## src/hw/rtl/tpba_pkg.sv

```systemverilog
package tpba_pkg;

	localparam int unsigned BLOCKS_PER_POOL = 5;
	localparam int unsigned ADDR_W = 32;
	localparam int unsigned SIZE_W = 24;
	localparam int unsigned CFG_IDX_W = 2;

	typedef enum logic [CFG_IDX_W-1:0] {
		CFG_BASE_ADDRESS      = 2'd0,
		CFG_INPUT_BLOCK_SIZE  = 2'd1,
		CFG_OUTPUT_BLOCK_SIZE = 2'd2
	} cfg_idx_t;

	typedef enum logic {
		CMD_ALLOC = 1'b0,
		CMD_FREE  = 1'b1
	} cmd_t;

	typedef enum logic [1:0] {
		STS_OK       = 2'd0,
		STS_NO_POOL  = 2'd1,
		STS_FULL     = 2'd2,
		STS_UNKNOWN  = 2'd3
	} status_t;

	// what the current request is doing during the scan
	typedef enum logic [1:0] {
		MODE_IN_POOL,
		MODE_OUT_POOL,
		MODE_NO_POOL,
		MODE_FREE
	} mode_t;

	typedef enum logic {
		S_IDLE,
		S_SCAN
	} state_t;

	typedef struct packed {
		logic load;
		logic step;
		logic commit;
	} ctl_cmd_t;

	typedef struct packed {
		logic done;
	} dp_stat_t;

endpackage

```

## src/hw/rtl/tpba_if.sv

```systemverilog
interface tpba_req_if;
	logic                          valid;
	logic                          ready;
	logic                          cmd;
	logic [tpba_pkg::SIZE_W-1:0]   request_size;
	logic [tpba_pkg::ADDR_W-1:0]   release_address;

	modport source (output valid, cmd, request_size, release_address, input ready);
	modport sink (input valid, cmd, request_size, release_address, output ready);
endinterface

interface tpba_rsp_if;
	logic                          valid;
	logic                          ready;
	logic [tpba_pkg::ADDR_W-1:0]   granted_address;
	logic [1:0]                    status;

	modport source (output valid, granted_address, status, input ready);
	modport sink (input valid, granted_address, status, output ready);
endinterface

```

## src/hw/rtl/two_pool_fixed_block_allocator.sv

```systemverilog
// Two-pool fixed block allocator. Input blocks sit at base + i*input_block_size,
// output blocks follow at base + BLOCKS_PER_POOL*input_block_size + i*output_block_size.
// An allocate request takes the input pool when its size equals input_block_size,
// else the output pool when it equals output_block_size, else no pool; it grants
// the lowest free block. A free request clears the first block (input i before
// output i) whose address matches. Each request gives exactly one response. Once a
// request is accepted, the block indices are walked one per cycle by a pair of
// address adders until the first free or matching block or the last index; a size
// that matches no pool ends the walk before any step. A response waits in an output
// register; a new request is taken while it waits, and the walk finishes only once
// that register is free.
module two_pool_fixed_block_allocator #(
	parameter int unsigned BLOCKS_PER_POOL = tpba_pkg::BLOCKS_PER_POOL
) (
	input  logic                            clk,
	input  logic                            arst_n,
	input  logic                            cfg_we,
	input  logic [tpba_pkg::CFG_IDX_W-1:0]  cfg_index,
	input  logic [tpba_pkg::ADDR_W-1:0]     cfg_wdata,
	tpba_req_if.sink                        req,
	tpba_rsp_if.source                      rsp
);

	tpba_pkg::ctl_cmd_t ctl;
	tpba_pkg::dp_stat_t stat;

	tpba_ctrl u_ctrl (
		.clk       (clk),
		.arst_n    (arst_n),
		.req_valid (req.valid),
		.req_ready (req.ready),
		.rsp_valid (rsp.valid),
		.rsp_ready (rsp.ready),
		.stat      (stat),
		.ctl       (ctl)
	);

	tpba_dp #(
		.BLOCKS_PER_POOL (BLOCKS_PER_POOL)
	) u_dp (
		.clk             (clk),
		.arst_n          (arst_n),
		.cfg_we          (cfg_we),
		.cfg_index       (cfg_index),
		.cfg_wdata       (cfg_wdata),
		.cmd             (req.cmd),
		.request_size    (req.request_size),
		.release_address (req.release_address),
		.ctl             (ctl),
		.stat            (stat),
		.granted_address (rsp.granted_address),
		.status          (rsp.status)
	);

	// one request in flight at a time
	a_single_inflight: assert property (@(posedge clk) disable iff (!arst_n)
		req.valid && req.ready |=> !req.ready)
		else $error("request accepted while another is in flight");

	// failed requests never report an address
	a_zero_addr_on_fail: assert property (@(posedge clk) disable iff (!arst_n)
		rsp.valid && (rsp.status != tpba_pkg::STS_OK) |-> rsp.granted_address == '0)
		else $error("nonzero address on failed response");

	// a new response only comes out of a walk
	a_rsp_from_scan: assert property (@(posedge clk) disable iff (!arst_n)
		$rose(rsp.valid) |-> $past(!req.ready))
		else $error("response appeared without a request being processed");

endmodule

```

## src/hw/rtl/tpba_ctrl.sv

```systemverilog
module tpba_ctrl (
	input  logic                clk,
	input  logic                arst_n,
	input  logic                req_valid,
	output logic                req_ready,
	output logic                rsp_valid,
	input  logic                rsp_ready,
	input  tpba_pkg::dp_stat_t  stat,
	output tpba_pkg::ctl_cmd_t  ctl
);

	tpba_pkg::state_t state_q, state_d;
	logic             rsp_valid_q;

	always_ff @(posedge clk or negedge arst_n) begin
		if (!arst_n) begin
			state_q <= tpba_pkg::S_IDLE;
		end else begin
			state_q <= state_d;
		end
	end

	always_comb begin
		state_d   = state_q;
		ctl       = '0;
		req_ready = 1'b0;
		case (state_q)
			tpba_pkg::S_IDLE: begin
				req_ready = 1'b1;
				if (req_valid) begin
					ctl.load = 1'b1;
					state_d  = tpba_pkg::S_SCAN;
				end
			end
			tpba_pkg::S_SCAN: begin
				if (stat.done) begin
					// result register must be free or emptying this cycle
					if (!rsp_valid_q || rsp_ready) begin
						ctl.commit = 1'b1;
						state_d    = tpba_pkg::S_IDLE;
					end
				end else begin
					ctl.step = 1'b1;
				end
			end
			default: begin
				state_d = tpba_pkg::S_IDLE;
			end
		endcase
	end

	always_ff @(posedge clk or negedge arst_n) begin
		if (!arst_n) begin
			rsp_valid_q <= 1'b0;
		end else if (ctl.commit) begin
			rsp_valid_q <= 1'b1;
		end else if (rsp_ready) begin
			rsp_valid_q <= 1'b0;
		end
	end

	assign rsp_valid = rsp_valid_q;

endmodule

```

## src/hw/rtl/tpba_dp.sv

```systemverilog
module tpba_dp #(
	parameter int unsigned BLOCKS_PER_POOL = tpba_pkg::BLOCKS_PER_POOL
) (
	input  logic                              clk,
	input  logic                              arst_n,
	input  logic                              cfg_we,
	input  logic [tpba_pkg::CFG_IDX_W-1:0]    cfg_index,
	input  logic [tpba_pkg::ADDR_W-1:0]       cfg_wdata,
	input  logic                              cmd,
	input  logic [tpba_pkg::SIZE_W-1:0]       request_size,
	input  logic [tpba_pkg::ADDR_W-1:0]       release_address,
	input  tpba_pkg::ctl_cmd_t                ctl,
	output tpba_pkg::dp_stat_t                stat,
	output logic [tpba_pkg::ADDR_W-1:0]       granted_address,
	output logic [1:0]                        status
);

	localparam int unsigned IDX_W = (BLOCKS_PER_POOL > 1) ? $clog2(BLOCKS_PER_POOL) : 1;
	localparam int unsigned AW = tpba_pkg::ADDR_W;
	localparam int unsigned SW = tpba_pkg::SIZE_W;

	logic [AW-1:0]               base_q;
	logic [SW-1:0]               isize_q, osize_q;
	logic [BLOCKS_PER_POOL-1:0]  in_used_q, out_used_q;

	tpba_pkg::mode_t             mode_q;
	logic [AW-1:0]               rel_q;
	logic [IDX_W-1:0]            idx_q;
	logic [AW-1:0]               in_addr_q, out_addr_q;
	logic [AW-1:0]               gaddr_q;
	tpba_pkg::status_t           status_q;

	logic                        last, hit, match_in, match_out;
	logic [AW-1:0]               hit_addr;
	tpba_pkg::status_t           fail_status;
	logic [AW-1:0]               out_base;

	// configuration
	always_ff @(posedge clk or negedge arst_n) begin
		if (!arst_n) begin
			base_q  <= '0;
			isize_q <= SW'(1);
			osize_q <= SW'(1);
		end else if (cfg_we) begin
			case (cfg_index)
				tpba_pkg::CFG_BASE_ADDRESS:      base_q  <= cfg_wdata;
				tpba_pkg::CFG_INPUT_BLOCK_SIZE:  isize_q <= cfg_wdata[SW-1:0];
				tpba_pkg::CFG_OUTPUT_BLOCK_SIZE: osize_q <= cfg_wdata[SW-1:0];
				default: ;
			endcase
		end
	end

	// output pool starts right after the last input block
	assign out_base = base_q + AW'(AW'(BLOCKS_PER_POOL) * AW'(isize_q));

	assign last      = (idx_q == IDX_W'(BLOCKS_PER_POOL - 1));
	assign match_in  = (rel_q == in_addr_q);
	assign match_out = (rel_q == out_addr_q);

	always_comb begin
		hit         = 1'b0;
		hit_addr    = '0;
		fail_status = tpba_pkg::STS_UNKNOWN;
		case (mode_q)
			tpba_pkg::MODE_IN_POOL: begin
				hit         = !in_used_q[idx_q];
				hit_addr    = in_addr_q;
				fail_status = tpba_pkg::STS_FULL;
			end
			tpba_pkg::MODE_OUT_POOL: begin
				hit         = !out_used_q[idx_q];
				hit_addr    = out_addr_q;
				fail_status = tpba_pkg::STS_FULL;
			end
			tpba_pkg::MODE_NO_POOL: begin
				fail_status = tpba_pkg::STS_NO_POOL;
			end
			tpba_pkg::MODE_FREE: begin
				hit         = match_in || match_out;
				fail_status = tpba_pkg::STS_UNKNOWN;
			end
			default: ;
		endcase
	end

	assign stat.done = hit || last || (mode_q == tpba_pkg::MODE_NO_POOL);

	// request context and scan walk: one block index per cycle
	always_ff @(posedge clk) begin
		if (ctl.load) begin
			rel_q      <= release_address;
			idx_q      <= '0;
			in_addr_q  <= base_q;
			out_addr_q <= out_base;
			if (cmd == tpba_pkg::CMD_FREE) begin
				mode_q <= tpba_pkg::MODE_FREE;
			end else if (request_size == isize_q) begin
				mode_q <= tpba_pkg::MODE_IN_POOL;
			end else if (request_size == osize_q) begin
				mode_q <= tpba_pkg::MODE_OUT_POOL;
			end else begin
				mode_q <= tpba_pkg::MODE_NO_POOL;
			end
		end else if (ctl.step) begin
			idx_q      <= idx_q + IDX_W'(1);
			in_addr_q  <= in_addr_q + AW'(isize_q);
			out_addr_q <= out_addr_q + AW'(osize_q);
		end
	end

	// result register
	always_ff @(posedge clk) begin
		if (ctl.commit) begin
			gaddr_q  <= hit ? hit_addr : '0;
			status_q <= hit ? tpba_pkg::STS_OK : fail_status;
		end
	end

	// used bits; on a free the input block at an index wins over the output one
	always_ff @(posedge clk or negedge arst_n) begin
		if (!arst_n) begin
			in_used_q  <= '0;
			out_used_q <= '0;
		end else if (ctl.commit && hit) begin
			case (mode_q)
				tpba_pkg::MODE_IN_POOL:  in_used_q[idx_q]  <= 1'b1;
				tpba_pkg::MODE_OUT_POOL: out_used_q[idx_q] <= 1'b1;
				tpba_pkg::MODE_FREE: begin
					if (match_in) begin
						in_used_q[idx_q] <= 1'b0;
					end else begin
						out_used_q[idx_q] <= 1'b0;
					end
				end
				default: ;
			endcase
		end
	end

	assign granted_address = gaddr_q;
	assign status          = status_q;

endmodule
```

## src/flat_wrapper.sv

```systemverilog
// flat-port wrapper written by rule: the top's interface ports become plain ports
module two_pool_fixed_block_allocator_flat 
#(
	parameter int unsigned BLOCKS_PER_POOL = tpba_pkg::BLOCKS_PER_POOL
)
  (clk, arst_n, cfg_we, cfg_index, cfg_wdata, req_valid, req_cmd, req_request_size, req_release_address, req_ready, rsp_valid, rsp_granted_address, rsp_status, rsp_ready);
  tpba_req_if req_i ();
  tpba_rsp_if rsp_i ();
  input  logic clk;
  input  logic arst_n;
  input  logic cfg_we;
  input  logic [tpba_pkg::CFG_IDX_W-1:0] cfg_index;
  input  logic [tpba_pkg::ADDR_W-1:0] cfg_wdata;
  input wire logic [$bits(req_i.valid)-1:0] req_valid;
  input wire logic [$bits(req_i.cmd)-1:0] req_cmd;
  input wire logic [$bits(req_i.request_size)-1:0] req_request_size;
  input wire logic [$bits(req_i.release_address)-1:0] req_release_address;
  output wire logic [$bits(req_i.ready)-1:0] req_ready;
  output wire logic [$bits(rsp_i.valid)-1:0] rsp_valid;
  output wire logic [$bits(rsp_i.granted_address)-1:0] rsp_granted_address;
  output wire logic [$bits(rsp_i.status)-1:0] rsp_status;
  input wire logic [$bits(rsp_i.ready)-1:0] rsp_ready;
  assign req_i.valid = req_valid;
  assign req_i.cmd = req_cmd;
  assign req_i.request_size = req_request_size;
  assign req_i.release_address = req_release_address;
  assign req_ready = req_i.ready;
  assign rsp_valid = rsp_i.valid;
  assign rsp_granted_address = rsp_i.granted_address;
  assign rsp_status = rsp_i.status;
  assign rsp_i.ready = rsp_ready;
  two_pool_fixed_block_allocator #(.BLOCKS_PER_POOL(BLOCKS_PER_POOL)) u_core (.clk(clk), .arst_n(arst_n), .cfg_we(cfg_we), .cfg_index(cfg_index), .cfg_wdata(cfg_wdata), .req(req_i), .rsp(rsp_i));
endmodule
```

## config.mk

```make
export PLATFORM = sky130hd
export DESIGN_NAME = two_pool_fixed_block_allocator_flat
export DESIGN_NICKNAME = d
export VERILOG_FILES = /design/src/hw/rtl/tpba_pkg.sv /design/src/hw/rtl/tpba_if.sv /design/src/hw/rtl/two_pool_fixed_block_allocator.sv /design/src/hw/rtl/tpba_ctrl.sv /design/src/hw/rtl/tpba_dp.sv /design/src/flat_wrapper.sv
export SDC_FILE = /design/constraint.sdc
export NUM_CORES = 1
export LEC_CHECK = 0
export ABC_CLOCK_PERIOD_IN_PS = 5650
export BUFFER_PORTS_ARGS = -buffer_cell sky130_fd_sc_hd__buf_2
export CAP_MARGIN = 20
export CORE_MARGIN = 5
export CORE_UTILIZATION = 35
export DETAILED_ROUTE_END_ITERATION = 10
export SYNTH_ARGS = -nofsm -noshare
export SYNTH_HDL_FRONTEND = slang
export SYNTH_SLANG_ARGS = --single-unit
```

## constraint.sdc

```tcl
create_clock -name clk -period 5.65 [get_ports clk]
set_clock_uncertainty 0.15 [all_clocks]
set_input_delay 1.13 -clock clk [delete_from_list [all_inputs] [get_ports clk]]
set_output_delay 1.13 -clock clk [all_outputs]
set_load 0.05 [all_outputs]
```

==> results.sh <==
export IMPL_status="finished, final reports clean"
export IMPL_cp_num_buf_inv=2
export IMPL_cts_sinks=227
export IMPL_ant_nets=0
export IMPL_postCtsHoldBufs=0
export IMPL_slew_headroom_pct=44.5
export IMPL_port_buffers=131
export IMPL_final_cells=2208
export IMPL_post_drt_wl_per_cell_um=20.7
export IMPL_die_w_um=219
export IMPL_fill_cells=4218
export IMPL_drt_total_wl_mm=45.8
export IMPL_via_per_inst=5.27
export IMPL_cp_end_kind="register"
export IMPL_area_growth_pct=15.3
export IMPL_die_h_um=219
export IMPL_place_gp_congestion=0.983
export IMPL_start_kind="register"
export IMPL_p_per_area_nw_per_um2=612
export IMPL_hpwlAfterDp_mm=35.2
export IMPL_postCtsSetupRepairBufs=0
export IMPL_cts_root_buf="clkbuf_16"
export IMPL_cts_tree="done"
export IMPL_ir_drop_mv=0.420
export IMPL_clk_latency_ns=0.56
export IMPL_hold_path_class="register to register"
export IMPL_worstSetupPathType="register to register"
export IMPL_cts_buffers=27
export IMPL_synth_distinct_cells=86
export IMPL_fin_util_pct=40.9
export IMPL_setup_viol=0
export IMPL_yosys_most_used_dff="edfxtp_1"
export IMPL_htree_levels=1
export IMPL_final_common_cell="edfxtp_1"
export IMPL_final_cell_mix="edfxtp_1, buf_2, inv_1, xnor2_1, ha_1"
export IMPL_vias=11600
export IMPL_pin_count=132
export IMPL_fmax_mhz=249
export IMPL_critical_path_slowest_cell="fa_1"
export IMPL_slew_viol_final=0
export IMPL_synth_edf_count=132
export IMPL_netlist_area_um2=15300
export IMPL_grt_pass1_wl_mm=68.8
export IMPL_hold_violations=0
export IMPL_post_dp_cell_area_um2=16600
export IMPL_grt_pass1_vias=11500
export IMPL_start_util_pct=35.5
export IMPL_critical_path_required_ns=5.79
export IMPL_syn_num_nets=1700
export IMPL_cts_buffer_depth=3
export IMPL_clk_pin_slew_ns=0.07
export IMPL_path_max_fanout=6
export IMPL_arrival_ns=4.15
export IMPL_firstDrtPassIters=7
export IMPL_dp_cells=2156
export IMPL_drc=0
export IMPL_drtIter0Drc=867
export IMPL_core_area_um2=43200
export IMPL_fin_crit_ns=4.01
export IMPL_postSynthCellCount=1477
export IMPL_leakagePower_nw=7.46
export IMPL_yosysSeqAreaShare_pct=41.3
export IMPL_cts_resized=0
export IMPL_grt_overflow_total=0
export IMPL_synth_seq_cells=227
export IMPL_max_stage_delay_ns=0.51
export IMPL_crit_family="compound AO/OA/AOI/OAI gates"
export IMPL_r2r_slack_ns=1.64
export IMPL_synth_area_per_cell_um2=10.4
export IMPL_nNetsFinal=1824
export IMPL_setup_tns_ns=0
export IMPL_async_flop_share_pct=40.5
export IMPL_max_cap_viol_count=0
export IMPL_antenna_found_initial=7
export IMPL_fin_total_pwr_mw=10.8
export IMPL_worstMarginPinSlew_ns=0.832
export IMPL_grt_total_usage_pct=18.7
export IMPL_rsz0062_at_grt="false"
export IMPL_dieArea_um2=48000
export IMPL_grt_max_degree=67
export IMPL_yosys_warnings=0
export IMPL_min_period_over_period_pct=71.1
export IMPL_finish_instance_area_um2=17600
export IMPL_path_cells="ha_1 > inv_1 > fa_1 > inv_1 > ha_1 > a2111o_1 > o22a_1 > a41o_1 > a221oi_4 > nand2b_1 > a21oi_1 > o21ai_1 > a221oi_2"
export IMPL_rows=76
export IMPL_drive_gt1_share_pct=17.6
## worst register-to-register path, stage by stage, from the launching register on
cell	delay, ns
dfrtp_1	0.45
ha_1	0.31
inv_1	0.05
fa_1	0.51
inv_1	0.05
ha_1	0.37
a2111o_1	0.39
o22a_1	0.25
a41o_1	0.36
a221oi_4	0.36
nand2b_1	0.18
a21oi_1	0.08
o21ai_1	0.19
a221oi_2	0.08
## cells by family after synthesis
family	Yosys count	synth area share, %
AO/OA/AOI/OAI	340	14.8
XOR/XNOR	179	10.2
adder cells (fa/ha/maj)	127	11.6
buffers and inverters	169	4.18
flip-flops	227	41.3
multiplexers	104	7.32
AND/OR/NAND/NOR	331	10.5
## worst paths after layout
check | start | to | cells after the start
worst max-delay path | u_core.u_dp.isize_q[4]$_DFFE_PN0P_ | u_core.u_dp.out_addr_q[29]$_DFFE_PP_ | 13
worst min-delay path | register | register | 1
worst max register to register | u_core.u_dp.isize_q[4]$_DFFE_PN0P_ | u_core.u_dp.out_addr_q[29]$_DFFE_PP_ | 13
worst min register to register | register | register | 1
max in group asynchronous | arst_n | u_core.u_dp.base_q[6]$_DFFE_PN0P_ | 2
min in group asynchronous | arst_n | u_core.u_dp.base_q[0]$_DFFE_PN0P_ | 1
## area by class of cell
class | count | area [um^2] | area share (%)
multi-input combinational | 1081 | 8370 | 47.4
timing repair buffer | 141 | 766 | 4.34
antenna | 2 | 5.00 | 0.0284
inverter | 123 | 463 | 2.62
tap | 585 | 732 | 4.15
clock buffer | 44 | 927 | 5.25
sequential | 227 | 6330 | 35.9
clock inverter | 5 | 53.8 | 0.305
## report_power, final
part           leakage (nW)  internal (mW)  switching [mW]
registers              2.40           2.52           0.707
logic                  4.58           2.34            3.34
clock network         0.487           1.17           0.731
## through the flow
| stage | setup slack [ns] | hold slack, ns |
|---|---|---|
| 2_1_floorplan | 0.538 | 0.308 |
| 3_3_place_gp | 1.71 | 0.324 |
| 3_5_place_dp | 1.67 | 0.328 |
| 4_1_cts | 1.65 | 0.342 |
| 5_1_grt | 1.43 | 0.362 |
| 6_report | 1.64 | 0.356 |
## state kept, by name, summed over array words and instances, names as in the netlist, named ones only
name,count
u_core.u_dp.status,2
u_core.u_dp.idx_q,3
u_core.u_dp.osize_q,24
u_core.u_dp.mode_q,2
u_core.u_dp.granted_address,32
u_core.u_ctrl.state_q,1
u_core.u_dp.isize_q,24
u_core.u_dp.in_addr_q,32
u_core.u_dp.rel_q,32
u_core.u_dp.out_addr_q,32
u_core.u_dp.base_q,32
u_core.u_ctrl.rsp_valid,1
## cells in the mapped netlist, drive strengths merged (17+ instances only)
cell | number | area share, %
nand3 | 21 | 0.69
nor3 | 17 | 0.56
o21ai | 94 | 3.1
nand2 | 94 | 2.3
edfxtp | 132 | 26
xor2 | 72 | 4.1
clkbuf | 31 | 0.76
nor2 | 93 | 2.3
nand4 | 28 | 1.1
inv | 123 | 3.0
dfrtp | 90 | 15
mux2i | 40 | 2.6
ha | 102 | 8.3
a21o | 29 | 1.4
xnor2 | 107 | 6.1
a21oi | 97 | 3.3
mux2 | 64 | 4.7
fa | 25 | 3.3
## routing by layer
layer / vias to the layer above / global-route usage, % / wire length [um]
met1: 5644 / 25.9 / 20300
li1: 5556 / - / -
met3: 83 / 2.79 / 3060
met2: 342 / 29.8 / 20600
met5: - / 0 / 88
met4: 12 / 7.14 / 1750
No activity file was read; power rests on OpenSTA's default activity.
